--- src/hdl/sgt_pkg.sv ---
package sgt_pkg;

  localparam logic [15:0] THRESHOLD_RST = 16'd6000;
  localparam logic [3:0]  REVERSALS_RST = 4'd3;
  localparam logic [15:0] WINDOW_RST    = 16'd800;
  localparam logic [15:0] COOLDOWN_RST  = 16'd1500;
  localparam logic [15:0] GAIN_RST      = 16'd655;
  localparam logic [31:0] AVERAGE_RST   = 32'h4000_0000;

  localparam logic [3:0]  SQ_LAST   = 4'd2;
  localparam logic [3:0]  ROOT_LAST = 4'd15;
  localparam logic [7:0]  COUNT_MAX = 8'hFF;

  typedef enum logic [2:0] {
    CFG_THRESHOLD = 3'd0,
    CFG_REVERSALS = 3'd1,
    CFG_WINDOW    = 3'd2,
    CFG_COOLDOWN  = 3'd3,
    CFG_GAIN      = 3'd4
  } cfg_idx_t;

  typedef enum logic [1:0] {
    DIR_NONE = 2'd0,
    DIR_POS  = 2'd1,
    DIR_NEG  = 2'd2
  } dir_t;

  typedef enum logic [3:0] {
    ST_IDLE,
    ST_SQ,
    ST_ROOT,
    ST_DIFF,
    ST_MUL,
    ST_AVG,
    ST_EVAL,
    ST_DECIDE,
    ST_WRITE
  } state_t;

  typedef struct packed {
    logic       load;
    logic       sq_step;
    logic       root_step;
    logic       diff;
    logic       mul;
    logic       avg;
    logic       eval;
    logic       decide;
    logic       out_load;
    logic [3:0] step;
  } cmd_t;

endpackage

--- src/hdl/sgt_chan_if.sv ---
interface sgt_in_if;
  logic               valid;
  logic               ready;
  logic signed [15:0] accel_x;
  logic signed [15:0] accel_y;
  logic signed [15:0] accel_z;
  logic        [31:0] time_ms;
  logic        [15:0] audio_rms;

  modport source (output valid, accel_x, accel_y, accel_z, time_ms, audio_rms,
                  input ready);
  modport sink (input valid, accel_x, accel_y, accel_z, time_ms, audio_rms,
                output ready);
endinterface

interface sgt_out_if;
  logic        valid;
  logic        ready;
  logic        mic_enabled;
  logic        mic_toggled;
  logic [15:0] gated_rms;

  modport source (output valid, mic_enabled, mic_toggled, gated_rms, input ready);
  modport sink (input valid, mic_enabled, mic_toggled, gated_rms, output ready);
endinterface

--- src/hdl/sgt_ctrl.sv ---
module sgt_ctrl (
  input  logic          clk,
  input  logic          rst_n,
  input  logic          in_valid,
  output logic          in_ready,
  output logic          out_valid,
  input  logic          out_ready,
  output sgt_pkg::cmd_t cmd
);

  sgt_pkg::state_t state_r, state_nxt;
  logic [3:0]      cnt_r, cnt_nxt;
  logic            out_valid_r, out_valid_nxt;
  logic            out_free;

  assign out_free  = !out_valid_r || out_ready;
  assign in_ready  = (state_r == sgt_pkg::ST_IDLE);
  assign out_valid = out_valid_r;

  always_ff @(posedge clk) begin
    if (!rst_n) begin
      state_r     <= sgt_pkg::ST_IDLE;
      cnt_r       <= '0;
      out_valid_r <= 1'b0;
    end else begin
      state_r     <= state_nxt;
      cnt_r       <= cnt_nxt;
      out_valid_r <= out_valid_nxt;
    end
  end

  always_comb begin
    state_nxt = state_r;
    cnt_nxt   = cnt_r;
    cmd       = '0;
    cmd.step  = cnt_r;
    unique case (state_r)
      sgt_pkg::ST_IDLE: begin
        if (in_valid) begin
          cmd.load  = 1'b1;
          cnt_nxt   = '0;
          state_nxt = sgt_pkg::ST_SQ;
        end
      end
      sgt_pkg::ST_SQ: begin
        cmd.sq_step = 1'b1;
        if (cnt_r == sgt_pkg::SQ_LAST) begin
          cnt_nxt   = '0;
          state_nxt = sgt_pkg::ST_ROOT;
        end else begin
          cnt_nxt = cnt_r + 4'd1;
        end
      end
      sgt_pkg::ST_ROOT: begin
        cmd.root_step = 1'b1;
        if (cnt_r == sgt_pkg::ROOT_LAST) begin
          cnt_nxt   = '0;
          state_nxt = sgt_pkg::ST_DIFF;
        end else begin
          cnt_nxt = cnt_r + 4'd1;
        end
      end
      sgt_pkg::ST_DIFF: begin
        cmd.diff  = 1'b1;
        state_nxt = sgt_pkg::ST_MUL;
      end
      sgt_pkg::ST_MUL: begin
        cmd.mul   = 1'b1;
        state_nxt = sgt_pkg::ST_AVG;
      end
      sgt_pkg::ST_AVG: begin
        cmd.avg   = 1'b1;
        state_nxt = sgt_pkg::ST_EVAL;
      end
      sgt_pkg::ST_EVAL: begin
        cmd.eval  = 1'b1;
        state_nxt = sgt_pkg::ST_DECIDE;
      end
      sgt_pkg::ST_DECIDE: begin
        cmd.decide = 1'b1;
        state_nxt  = sgt_pkg::ST_WRITE;
      end
      sgt_pkg::ST_WRITE: begin
        if (out_free) begin
          cmd.out_load = 1'b1;
          state_nxt    = sgt_pkg::ST_IDLE;
        end
      end
      default: begin
        state_nxt = sgt_pkg::ST_IDLE;
      end
    endcase
  end

  assign out_valid_nxt = cmd.out_load || (out_valid_r && !out_ready);

  a_accept_starts: assert property (@(posedge clk) disable iff (!rst_n)
    (in_valid && in_ready) |=> (state_r == sgt_pkg::ST_SQ && cnt_r == 4'd0))
    else $error("accepted beat did not start the squaring steps");

  a_root_full: assert property (@(posedge clk) disable iff (!rst_n)
    (state_r == sgt_pkg::ST_ROOT && cnt_r != sgt_pkg::ROOT_LAST)
      |=> state_r == sgt_pkg::ST_ROOT)
    else $error("square root left before its last step");

  a_no_overwrite: assert property (@(posedge clk) disable iff (!rst_n)
    (out_valid_r && !out_ready) |-> !cmd.out_load)
    else $error("output register loaded while its beat waits");

endmodule

--- src/hdl/sgt_datapath.sv ---
module sgt_datapath (
  input  logic               clk,
  input  logic               rst_n,
  input  logic               cfg_we,
  input  logic        [2:0]  cfg_index,
  input  logic        [15:0] cfg_data,
  input  sgt_pkg::cmd_t      cmd,
  input  logic signed [15:0] accel_x,
  input  logic signed [15:0] accel_y,
  input  logic signed [15:0] accel_z,
  input  logic        [31:0] time_ms,
  input  logic        [15:0] audio_rms,
  output logic               mic_enabled,
  output logic               mic_toggled,
  output logic        [15:0] gated_rms
);

  logic [15:0] thr_r, window_r, cooldown_r, gain_r;
  logic [3:0]  needed_r;

  logic signed [15:0] ax_r, ay_r, az_r;
  logic        [31:0] now_r;
  logic        [15:0] rms_r;

  logic [31:0] sum_r, rem_r, res_r;
  logic        neg_r, dpos_r, cool_ok_r;
  logic [31:0] adiff_r, adyn_r, elapsed_r;
  logic [47:0] prod_r;

  logic [31:0]     avg_r, avg_nxt;
  sgt_pkg::dir_t   last_r, last_nxt;
  logic [7:0]      cnt_r, cnt_nxt;
  logic [31:0]     frt_r, frt_nxt;
  logic [31:0]     cool_end_r, cool_end_nxt;
  logic            mic_on_r, mic_on_nxt;
  logic            tog_r, tog_nxt;

  logic        out_mic_r, out_tog_r;
  logic [15:0] out_rms_r;

  always_ff @(posedge clk) begin
    if (!rst_n) begin
      thr_r      <= sgt_pkg::THRESHOLD_RST;
      needed_r   <= sgt_pkg::REVERSALS_RST;
      window_r   <= sgt_pkg::WINDOW_RST;
      cooldown_r <= sgt_pkg::COOLDOWN_RST;
      gain_r     <= sgt_pkg::GAIN_RST;
    end else if (cfg_we) begin
      unique case (sgt_pkg::cfg_idx_t'(cfg_index))
        sgt_pkg::CFG_THRESHOLD: thr_r      <= cfg_data;
        sgt_pkg::CFG_REVERSALS: needed_r   <= cfg_data[3:0];
        sgt_pkg::CFG_WINDOW:    window_r   <= cfg_data;
        sgt_pkg::CFG_COOLDOWN:  cooldown_r <= cfg_data;
        sgt_pkg::CFG_GAIN:      gain_r     <= cfg_data;
        default: ;
      endcase
    end
  end

  always_ff @(posedge clk) begin
    if (cmd.load) begin
      ax_r  <= accel_x;
      ay_r  <= accel_y;
      az_r  <= accel_z;
      now_r <= time_ms;
      rms_r <= audio_rms;
    end
  end

  logic signed [15:0] sq_op;
  logic signed [31:0] sq_prod;
  logic        [31:0] sum_nxt;

  always_comb begin
    case (cmd.step[1:0])
      2'd0:    sq_op = ax_r;
      2'd1:    sq_op = ay_r;
      default: sq_op = az_r;
    endcase
  end

  assign sq_prod = sq_op * sq_op;
  assign sum_nxt = ((cmd.step[1:0] == 2'd0) ? 32'd0 : sum_r) + $unsigned(sq_prod);

  always_ff @(posedge clk) begin
    if (cmd.sq_step) begin
      sum_r <= sum_nxt;
    end
  end

  logic [31:0] rt_v, rt_res, rt_bit, rt_trial, rem_nxt, res_nxt;

  always_comb begin
    rt_v     = (cmd.step == 4'd0) ? sum_r : rem_r;
    rt_res   = (cmd.step == 4'd0) ? 32'd0 : res_r;
    rt_bit   = 32'd1 << {~cmd.step, 1'b0};
    rt_trial = rt_res + rt_bit;
    if (rt_v >= rt_trial) begin
      rem_nxt = rt_v - rt_trial;
      res_nxt = (rt_res >> 1) + rt_bit;
    end else begin
      rem_nxt = rt_v;
      res_nxt = rt_res >> 1;
    end
  end

  always_ff @(posedge clk) begin
    if (cmd.root_step) begin
      rem_r <= rem_nxt;
      res_r <= res_nxt;
    end
  end

  logic [31:0] mag_q;
  assign mag_q = {res_r[15:0], 16'h0000};

  always_ff @(posedge clk) begin
    if (cmd.diff) begin
      neg_r   <= (mag_q < avg_r);
      adiff_r <= (mag_q < avg_r) ? (avg_r - mag_q) : (mag_q - avg_r);
    end
    if (cmd.mul) begin
      prod_r <= adiff_r * gain_r;
    end
    if (cmd.eval) begin
      dpos_r    <= (mag_q > avg_r);
      adyn_r    <= (mag_q > avg_r) ? (mag_q - avg_r) : (avg_r - mag_q);
      cool_ok_r <= (now_r > cool_end_r);
      elapsed_r <= now_r - frt_r;
    end
  end

  logic [47:0] prod_rnd;
  logic [31:0] step_mag;

  assign prod_rnd = prod_r + {32'h0, (neg_r ? 16'hFFFF : 16'h0000)};
  assign step_mag = prod_rnd[47:16];

  always_comb begin
    avg_nxt = avg_r;
    if (cmd.avg) begin
      avg_nxt = neg_r ? (avg_r - step_mag) : (avg_r + step_mag);
    end
  end

  logic          shake, rev, first, toggle, expire;
  sgt_pkg::dir_t dir, last_t;
  logic [31:0]   elapsed_d;
  logic [7:0]    cnt_inc, cnt_t;

  always_comb begin
    shake     = cool_ok_r && (adyn_r > {thr_r, 16'h0000});
    dir       = dpos_r ? sgt_pkg::DIR_POS : sgt_pkg::DIR_NEG;
    rev       = shake && (dir != last_r) && (last_r != sgt_pkg::DIR_NONE);
    first     = rev && (cnt_r == 8'd0);
    elapsed_d = first ? 32'd0 : elapsed_r;
    cnt_inc   = (rev && cnt_r != sgt_pkg::COUNT_MAX) ? (cnt_r + 8'd1) : cnt_r;
    toggle    = rev && (cnt_inc >= {4'h0, needed_r}) && (elapsed_d < {16'h0, window_r});
    cnt_t     = toggle ? 8'd0 : cnt_inc;
    last_t    = shake ? dir : last_r;
    expire    = (cnt_t != 8'd0) && (elapsed_d > {16'h0, window_r});

    last_nxt     = last_r;
    cnt_nxt      = cnt_r;
    frt_nxt      = frt_r;
    cool_end_nxt = cool_end_r;
    mic_on_nxt   = mic_on_r;
    tog_nxt      = tog_r;
    if (cmd.decide) begin
      cnt_nxt      = expire ? 8'd0 : cnt_t;
      last_nxt     = expire ? sgt_pkg::DIR_NONE : last_t;
      frt_nxt      = first ? now_r : frt_r;
      cool_end_nxt = toggle ? (now_r + {16'h0, cooldown_r}) : cool_end_r;
      mic_on_nxt   = mic_on_r ^ toggle;
      tog_nxt      = toggle;
    end
  end

  always_ff @(posedge clk) begin
    if (!rst_n) begin
      avg_r      <= sgt_pkg::AVERAGE_RST;
      last_r     <= sgt_pkg::DIR_NONE;
      cnt_r      <= '0;
      frt_r      <= '0;
      cool_end_r <= '0;
      mic_on_r   <= 1'b1;
      tog_r      <= 1'b0;
    end else begin
      avg_r      <= avg_nxt;
      last_r     <= last_nxt;
      cnt_r      <= cnt_nxt;
      frt_r      <= frt_nxt;
      cool_end_r <= cool_end_nxt;
      mic_on_r   <= mic_on_nxt;
      tog_r      <= tog_nxt;
    end
  end

  always_ff @(posedge clk) begin
    if (cmd.out_load) begin
      out_mic_r <= mic_on_r;
      out_tog_r <= tog_r;
      out_rms_r <= mic_on_r ? rms_r : 16'h0000;
    end
  end

  assign mic_enabled = out_mic_r;
  assign mic_toggled = out_tog_r;
  assign gated_rms   = out_rms_r;

  a_mic_holds: assert property (@(posedge clk) disable iff (!rst_n)
    !cmd.decide |=> $stable(mic_on_r))
    else $error("mic enable changed outside the decision step");

  a_gate_zero: assert property (@(posedge clk) disable iff (!rst_n)
    cmd.out_load |=> (out_mic_r || out_rms_r == 16'h0000))
    else $error("level passed while the mic is off");

  a_toggle_clears: assert property (@(posedge clk) disable iff (!rst_n)
    (cmd.decide && toggle) |=> cnt_r == 8'd0)
    else $error("reversal count kept after a toggle");

endmodule

--- src/hdl/shake_gesture_toggle_unit.sv ---
// Shake-gesture mic toggle: one accelerometer beat in, one result beat out.
// Each accepted beat runs through 3 squaring steps on one shared 16x16
// multiplier, 16 steps of the bit-pair square root, then difference, gain
// multiply, average update, evaluation and decision, and is loaded into the
// output register once the result side is not stalled. The next beat is
// taken in the idle cycle after the result sits in the output register, even
// while it waits to be taken, so a new beat is not taken before the last one
// has been loaded.
// Configuration registers are written through cfg_we/cfg_index/cfg_data; the
// user writes them only while the unit is idle, which the unit does not enforce.
module shake_gesture_toggle_unit (
  input  logic        clk,
  input  logic        rst_n,
  sgt_in_if.sink      in_chan,
  sgt_out_if.source   out_chan,
  input  logic        cfg_we,
  input  logic [2:0]  cfg_index,
  input  logic [15:0] cfg_data
);

  sgt_pkg::cmd_t cmd;

  sgt_ctrl u_ctrl (
    .clk       (clk),
    .rst_n     (rst_n),
    .in_valid  (in_chan.valid),
    .in_ready  (in_chan.ready),
    .out_valid (out_chan.valid),
    .out_ready (out_chan.ready),
    .cmd       (cmd)
  );

  sgt_datapath u_datapath (
    .clk         (clk),
    .rst_n       (rst_n),
    .cfg_we      (cfg_we),
    .cfg_index   (cfg_index),
    .cfg_data    (cfg_data),
    .cmd         (cmd),
    .accel_x     (in_chan.accel_x),
    .accel_y     (in_chan.accel_y),
    .accel_z     (in_chan.accel_z),
    .time_ms     (in_chan.time_ms),
    .audio_rms   (in_chan.audio_rms),
    .mic_enabled (out_chan.mic_enabled),
    .mic_toggled (out_chan.mic_toggled),
    .gated_rms   (out_chan.gated_rms)
  );

endmodule

--- src/flat_wrapper.sv ---
// flat-port wrapper written by rule: the top's interface ports become plain ports
module shake_gesture_toggle_unit_flat 
  (clk, rst_n, cfg_we, cfg_index, cfg_data, in_chan_valid, in_chan_accel_x, in_chan_accel_y, in_chan_accel_z, in_chan_time_ms, in_chan_audio_rms, in_chan_ready, out_chan_valid, out_chan_mic_enabled, out_chan_mic_toggled, out_chan_gated_rms, out_chan_ready);
  sgt_in_if in_chan_i ();
  sgt_out_if out_chan_i ();
  input  logic clk;
  input  logic rst_n;
  input  logic cfg_we;
  input  logic [2:0] cfg_index;
  input  logic [15:0] cfg_data;
  input wire logic [$bits(in_chan_i.valid)-1:0] in_chan_valid;
  input wire logic [$bits(in_chan_i.accel_x)-1:0] in_chan_accel_x;
  input wire logic [$bits(in_chan_i.accel_y)-1:0] in_chan_accel_y;
  input wire logic [$bits(in_chan_i.accel_z)-1:0] in_chan_accel_z;
  input wire logic [$bits(in_chan_i.time_ms)-1:0] in_chan_time_ms;
  input wire logic [$bits(in_chan_i.audio_rms)-1:0] in_chan_audio_rms;
  output wire logic [$bits(in_chan_i.ready)-1:0] in_chan_ready;
  output wire logic [$bits(out_chan_i.valid)-1:0] out_chan_valid;
  output wire logic [$bits(out_chan_i.mic_enabled)-1:0] out_chan_mic_enabled;
  output wire logic [$bits(out_chan_i.mic_toggled)-1:0] out_chan_mic_toggled;
  output wire logic [$bits(out_chan_i.gated_rms)-1:0] out_chan_gated_rms;
  input wire logic [$bits(out_chan_i.ready)-1:0] out_chan_ready;
  assign in_chan_i.valid = in_chan_valid;
  assign in_chan_i.accel_x = in_chan_accel_x;
  assign in_chan_i.accel_y = in_chan_accel_y;
  assign in_chan_i.accel_z = in_chan_accel_z;
  assign in_chan_i.time_ms = in_chan_time_ms;
  assign in_chan_i.audio_rms = in_chan_audio_rms;
  assign in_chan_ready = in_chan_i.ready;
  assign out_chan_valid = out_chan_i.valid;
  assign out_chan_mic_enabled = out_chan_i.mic_enabled;
  assign out_chan_mic_toggled = out_chan_i.mic_toggled;
  assign out_chan_gated_rms = out_chan_i.gated_rms;
  assign out_chan_i.ready = out_chan_ready;
  shake_gesture_toggle_unit u_core (.clk(clk), .rst_n(rst_n), .in_chan(in_chan_i), .out_chan(out_chan_i), .cfg_we(cfg_we), .cfg_index(cfg_index), .cfg_data(cfg_data));
endmodule
--- config.mk ---
export PLATFORM = sky130hd
export DESIGN_NAME = shake_gesture_toggle_unit_flat
export DESIGN_NICKNAME = d
export VERILOG_FILES = /design/src/hdl/sgt_pkg.sv /design/src/hdl/sgt_chan_if.sv /design/src/hdl/sgt_ctrl.sv /design/src/hdl/sgt_datapath.sv /design/src/hdl/shake_gesture_toggle_unit.sv /design/src/flat_wrapper.sv
export SDC_FILE = /design/constraint.sdc
export NUM_CORES = 2
export LEC_CHECK = 0
export ABC_AREA = 0
export BUFFER_PORTS_ARGS = -buffer_cell sky130_fd_sc_hd__buf_2
export CAP_MARGIN = 20
export CORE_MARGIN = 2
export CORE_UTILIZATION = 31
export CTS_CLUSTER_SIZE = 8
export DETAILED_ROUTE_END_ITERATION = 6
export GPL_ROUTABILITY_DRIVEN = 0
export REMOVE_ABC_BUFFERS = 1
export SKIP_LAST_GASP = 1
export SLEW_MARGIN = 0
export SYNTH_ARGS = -nofsm -noshare
export SYNTH_HDL_FRONTEND = slang
export SYNTH_HIERARCHICAL = 1
export SYNTH_SLANG_ARGS = --single-unit
--- constraint.sdc ---
create_clock -name clk -period 22.5 [get_ports clk]
set_clock_uncertainty 0.1 [all_clocks]
set_input_delay 4.5 -clock clk [delete_from_list [all_inputs] [get_ports clk]]
set_output_delay 4.5 -clock clk [all_outputs]
set_load 0.05 [all_outputs]
Word level (Yosys, flattened, before mapping)

Index checks and enable logic that the tools add are counted.

$add $sub $neg: 13
Multipliers: 2
$lt $le $gt $ge: 8
Equal/unequal tests: 21
Shift operators: 1
Mux-type cells: 37
Bitwise gates (word level): 2
Reduce and logical (&&, ||, !) cells: 32

Operator list:

| cell                 | number |
|---|---|
| $mux 32              | 8 |
| $sub 32x32->32       | 5 |
| $add 32x32->32       | 3 |
| $gt 32x32->1         | 3 |
| $add 48x16->48       | 1 |
| $mul 32x16->48       | 1 |
| $pmux 4 s9           | 1 |
| $add 31x32->32       | 1 |
| $add 32x16->32       | 1 |
| $ge 32x32->1         | 1 |
| $gt 32x16->1         | 1 |
| $lt 32x16->1         | 1 |
| $lt 32x32->1         | 1 |
| $mul 16x16->32       | 1 |
| $pmux 16 s2          | 1 |
| $shl 1x5->32 const A | 1 |
| $mux 31              | 1 |
| $mux 4               | 7 |
| $mux 8               | 3 |
| $reduce_and 2->1     | 9 |
| $eq 4x3->1 const B   | 4 |
| $mux 16              | 1 |
| $eq 4x2->1 const B   | 3 |
| $pmux 4 s3           | 1 |
| 27 further kinds     | 56 |

Register bits after elaboration: 542
Output and inout bits: 20

Logic depth before layout (Yosys ltp)

Depth in word-level cells: 14
Mapped depth: 35
Depth with buffers taken out: 30

By module

The synthesis kept the hierarchy.

Modules (own cells, without submodules):

| module       | instances | cells an instance | area an instance (um^2) |
|---|---|---|---|
| sgt_datapath | 1         | 6,317             | 57,565.2 |
| sgt_ctrl     | 1         | 69                | 598.1 |

Worst setup path before layout

OpenSTA, ideal clock, no wires.

Kind: register -> register
Start point: reg u_core.u_ctrl.cnt_r[0]
End point: reg u_core.u_datapath.sum_r[31], data pin
Data arrival time: 7.223 ns
Slack: 14.917 ns
Stages on the path, launching flop included: 30
Buffers on the path: 3
Cell sequence: dfxtp_1 buf_6 clkbuf_1 mux2i_1 o21a_1 inv_1 clkbuf_1 nand2_1 fa_1 fa_1 fa_1 fa_1 inv_1 fa_1 inv_1 fa_1 inv_1 ha_1 a21o_1 a21o_1 a31oi_1 nor3b_1 a211oi_1 nor2_1 o211ai_1 a31oi_1 o21ai_0 a21oi_1 a21oi_1 xnor2_1

Cells in the longest elaborated chain, start to end: 4
Elaborated cells between the ends (all ways): 6
Those cells by class: add/sub: 1; mul: 1; eq/ne: 1; mux: 2; reduce/logical: 1

RTL lines:

| what                                          | line                                   | source |
|---|---|---|
| from (decl)                                   | sgt_ctrl.sv:12                         | `logic [3:0] cnt_r, cnt_nxt;` |
| from (signal assigned)                        | sgt_ctrl.sv:27                         | `cnt_r <= cnt_nxt;` |
| $eq 2x1->1 or $logic_not 2->1 (tied branches) | sgt_datapath.sv:75, sgt_datapath.sv:83 |  |
| $pmux 16 s2                                   | sgt_datapath.sv:75                     | `case (cmd.step[1:0])` |
| $mul 16x16->32                                | sgt_datapath.sv:82                     | `assign sq_prod = sq_op * sq_op;` |
| $add 32x32->32 (*)                            | sgt_datapath.sv:83                     | `assign sum_nxt = ((cmd.step[1:0] == 2'd0) ? 32'd0 : sum_r) + $unsigned(sq_prod);` |
| named net u_core.u_datapath.sum_nxt[31]       | sgt_datapath.sv:72                     | `logic [31:0] sum_nxt;` |
| to (signal assigned)                          | sgt_datapath.sv:87                     | `sum_r <= sum_nxt;` |
| to (decl)                                     | sgt_datapath.sv:25                     | `logic [31:0] sum_r, rem_r, res_r;` |

Mark *: on every way through the listed nets, which the timed path passes. The rest lies on a longest branch.
A chain may end at the register's enable or synchronous reset.

Final worst setup path

Same ends and word-level chain as after synthesis.

==> metrics.txt <==
outcome finished clean; Worst-Margin Slew 996 ps; Mapped Cells 6386; Max Used Layer met4; initial antenna violation count 13; post-CTS setup buffer count 0; htree depth 3; Layout Nets 7735; Cell Area, Placed 0.0616 mm^2; CTS tree built; async set-reset flop share out of synthesis 0; largest net degree at the start of global routing 88; core area 0.186 mm^2; final WL 149 mm; Vias 43800; Area Growth Syn to Fin 10.1%; First-pass DRT Iterations 6; Clock Sink Count 542; Critical Path End Type flop; Hold Fails Final Rpt 0; Netlist Area Pre-Place 0.0582 mm^2; Worst-Skew Late Latency 700 ps; cell repeated most along the worst path fa_1; Final Setup Violations 0; Final Slew Violations 0; register area share after synthesis 0.248; critical path class reg -> reg; post_cts resized 0; Routed met2 length 74.7 mm; Mean Syn Cell Area 9.11 um^2; synth unique cells 93; IO Port Bufs 139; DR iter-0 viols 2803; Final Cell Area 0.0640 mm^2; slowest cell delay on critical path 780 ps; commonest register cell after synthesis edfxtp_1; Final Non-Filler Cells 8987; Synth Register Bits 542; DR vias/cell 4.87; Worst Hold Class reg -> reg; layout cells sized above 1 0.0563; Slew HR 0.331; GR Util All Layers 0.157; critical path arrival 9180 ps; RSZ-0062 raised after global routing no; fin crit period 8880 ps; max-capacitance violation count 0; slowest CP cell o21ai_1; Tcrit/Tclk final 0.395; Post-DRT Antenna Nets 0; clk root buf clkbuf_16; total negative slack 0 ps; vias in the first global route 45400; die width 437 um; clk slew on worst S/H paths 50 ps; die area 0.191 mm^2; HPWL reported at the end of detailed placement 116 mm; IO Count 140; first-pass GRT wire length 243 mm; Worst setup SP type flop; # rows 158; Max Buffers Root-to-Sink 3; placed insts 8835; TritonCTS Buffers 79; Worst EP required 22800 ps; Max Clk Rate 113 MHz; Initial Utilization 0.313; total global routing overflow 0; CP Max Fanout 21; Syn. warnings 6; drc violations 0; routed wire length per instance 16.6 um; Die Ht 437 um; Met1 Wirelength 62.4 mm; quantity of hold-fixing buffers added after cts 0; Post-synth EDFFs 357; metal3 WL 6.83 mm
-- synth_stat cells, types with 6 or more instances --
cell / count / area, um^2
nor3b_1: 10 / 75.1
nand4_1: 37 / 231
nor2b_1: 86 / 538
o21bai_1: 42 / 315
xnor2_1: 224 / 1960
nand2b_1: 45 / 282
nor3_1: 65 / 325
and2_1: 217 / 1360
o22ai_1: 10 / 62.6
nor2_1: 385 / 1450
a41oi_1: 7 / 61.3
or2_2: 17 / 106
o41ai_1: 6 / 52.6
a21oi_1: 359 / 1800
nand3_1: 93 / 465
a31oi_1: 40 / 250
a21boi_0: 11 / 82.6
a31o_2: 12 / 105
or3_1: 27 / 169
buf_1: 11 / 41.3
dfxtp_1: 185 / 3700
and4_1: 9 / 78.8
a211o_1: 7 / 61.3
o211ai_1: 19 / 143
nand3b_1: 7 / 52.6
mux2i_1: 62 / 621
a211oi_1: 31 / 233
a21o_1: 103 / 773
nor4_1: 16 / 100
and3_1: 37 / 231
clkbuf_1: 209 / 785
inv_1: 1016 / 3810
nor4b_1: 7 / 61.3
edfxtp_1: 357 / 10700
o21a_1: 55 / 413
o21ai_1: 8 / 40.0
mux2_2: 10 / 113
nand2_1: 955 / 3580
xor2_1: 101 / 885
o31ai_1: 25 / 188
ha_1: 487 / 6090
fa_1: 690 / 13800
a221oi_1: 6 / 52.6
o21ai_0: 177 / 886
-- per-layer routing --
| metal | global-route usage | vias up |
|---|---|---|
| met5 | 0 | - |
| met4 | 0.0585 | 0 |
| met3 | 0.0193 | 258 |
| met2 | 0.275 | 1023 |
| met1 | 0.196 | 21700 |
| li1 | - | 20800 |
-- final timing paths --
| check | startpoint | to | slack (ps) | depth (start not counted) |
|---|---|---|---|---|
| setup reg to reg | u_core/u_ctrl/cnt_r[0] | u_core/u_datapath/sum_r[31] | 13620 | 27 |
| hold reg to reg | u_core/u_datapath/thr_r[1] | u_core/u_datapath/thr_r[1] | 350 | 2 |
| setup / recovery | u_core/u_ctrl/cnt_r[0] | u_core/u_datapath/sum_r[31] | 13620 | 27 |
| hold / removal | u_core/u_datapath/thr_r[1] | u_core/u_datapath/thr_r[1] | 350 | 2 |
-- logic make-up (layout without fill, tap and decap cells) --
logic type / after synthesis / count (layout) / synth area share
AO/OA/AOI/OAI: 990 / 990 / 0.107
XOR/XNOR: 326 / 326 / 0.0493
adder cells (fa/ha/maj): 1177 / 1177 / 0.342
buffers and inverters: 1249 / 1360 / 0.0812
flip-flops: 542 / 542 / 0.248
multiplexers: 72 / 72 / 0.0126
other: 0 / 10 / 0
AND/OR/NAND/NOR: 2030 / 2030 / 0.159
-- final cells by class --
cell class / instances / area (um^2)
Antenna cell: 10 / 25.0
Clock buffer: 131 / 2200
Clock inverter: 9 / 206
Fill cell: 19100 / 122000
Inverter: 1020 / 3830
Multi-Input combinational cell: 4595 / 39100
Sequential cell: 542 / 14400
Tap cell: 2480 / 3100
Timing Repair Buffer: 200 / 1180
-- cells in the final DEF (no fill, tap or decap), drive strengths merged, types with 55 or more instances in the layout --
| master | n |
|---|---|
| a21o | 103 |
| ha | 487 |
| buf | 200 |
| and2 | 219 |
| o21ai | 186 |
| nor2 | 386 |
| nand3 | 93 |
| nor2b | 86 |
| nand2 | 955 |
| edfxtp | 357 |
| clkbuf | 131 |
| dfxtp | 185 |
| fa | 690 |
| nor3 | 65 |
| a21oi | 360 |
| xor2 | 101 |
| xnor2 | 224 |
| o21a | 55 |
| mux2i | 62 |
| inv | 1018 |
-- critical path: cells and delay by family, from the launching register on --
family,cells,cell delay (ps)
xor gates and xnor gates,1,140
buffers and inverters,6,1230
DFF,1,480
AOI/OAI and AO/OA,8,2100
adders and majority gates,7,3320
muxes,1,140
and+or+nand+nor,4,1080
-- state kept, by name, indices dropped and copies added, names as in the netlist, 8 cells and up --
register / flops
u_core/u_datapath/thr_r: 16
u_core/u_datapath/ay_r: 16
u_core/u_datapath/prod_r: 48
u_core/u_datapath/ax_r: 16
u_core/u_datapath/window_r: 16
u_core/u_datapath/cnt_r: 8
u_core/u_datapath/sum_r: 32
u_core/u_datapath/now_r: 32
u_core/u_datapath/rms_r: 16
u_core/u_datapath/cool_end_r: 32
u_core/u_datapath/avg_r: 32
u_core/u_datapath/rem_r: 32
u_core/u_datapath/res_r: 32
u_core/u_datapath/adyn_r: 32
u_core/u_datapath/gain_r: 16
u_core/u_datapath/gated_rms: 16
u_core/u_datapath/frt_r: 32
u_core/u_datapath/cooldown_r: 16
u_core/u_datapath/elapsed_r: 32
u_core/u_datapath/adiff_r: 32
u_core/u_datapath/az_r: 16
-- metrics by stage --
| step | utilization | setup WS (ps) | hold slack, ps |
|---|---|---|---|
| after floorplan | - | 12570 | 309 |
| after global placement | 0.331 | 14020 | 342 |
| after detailed placement | 0.331 | 13860 | 346 |
| after CTS | 0.344 | 13760 | 354 |
| after global routing | 0.345 | 13170 | 371 |
| final | 0.345 | 13620 | 351 |
Power is left out: the tool's default activity adds up to more than one toggle a clock period on the data nets, which glitch-free logic cannot reach.
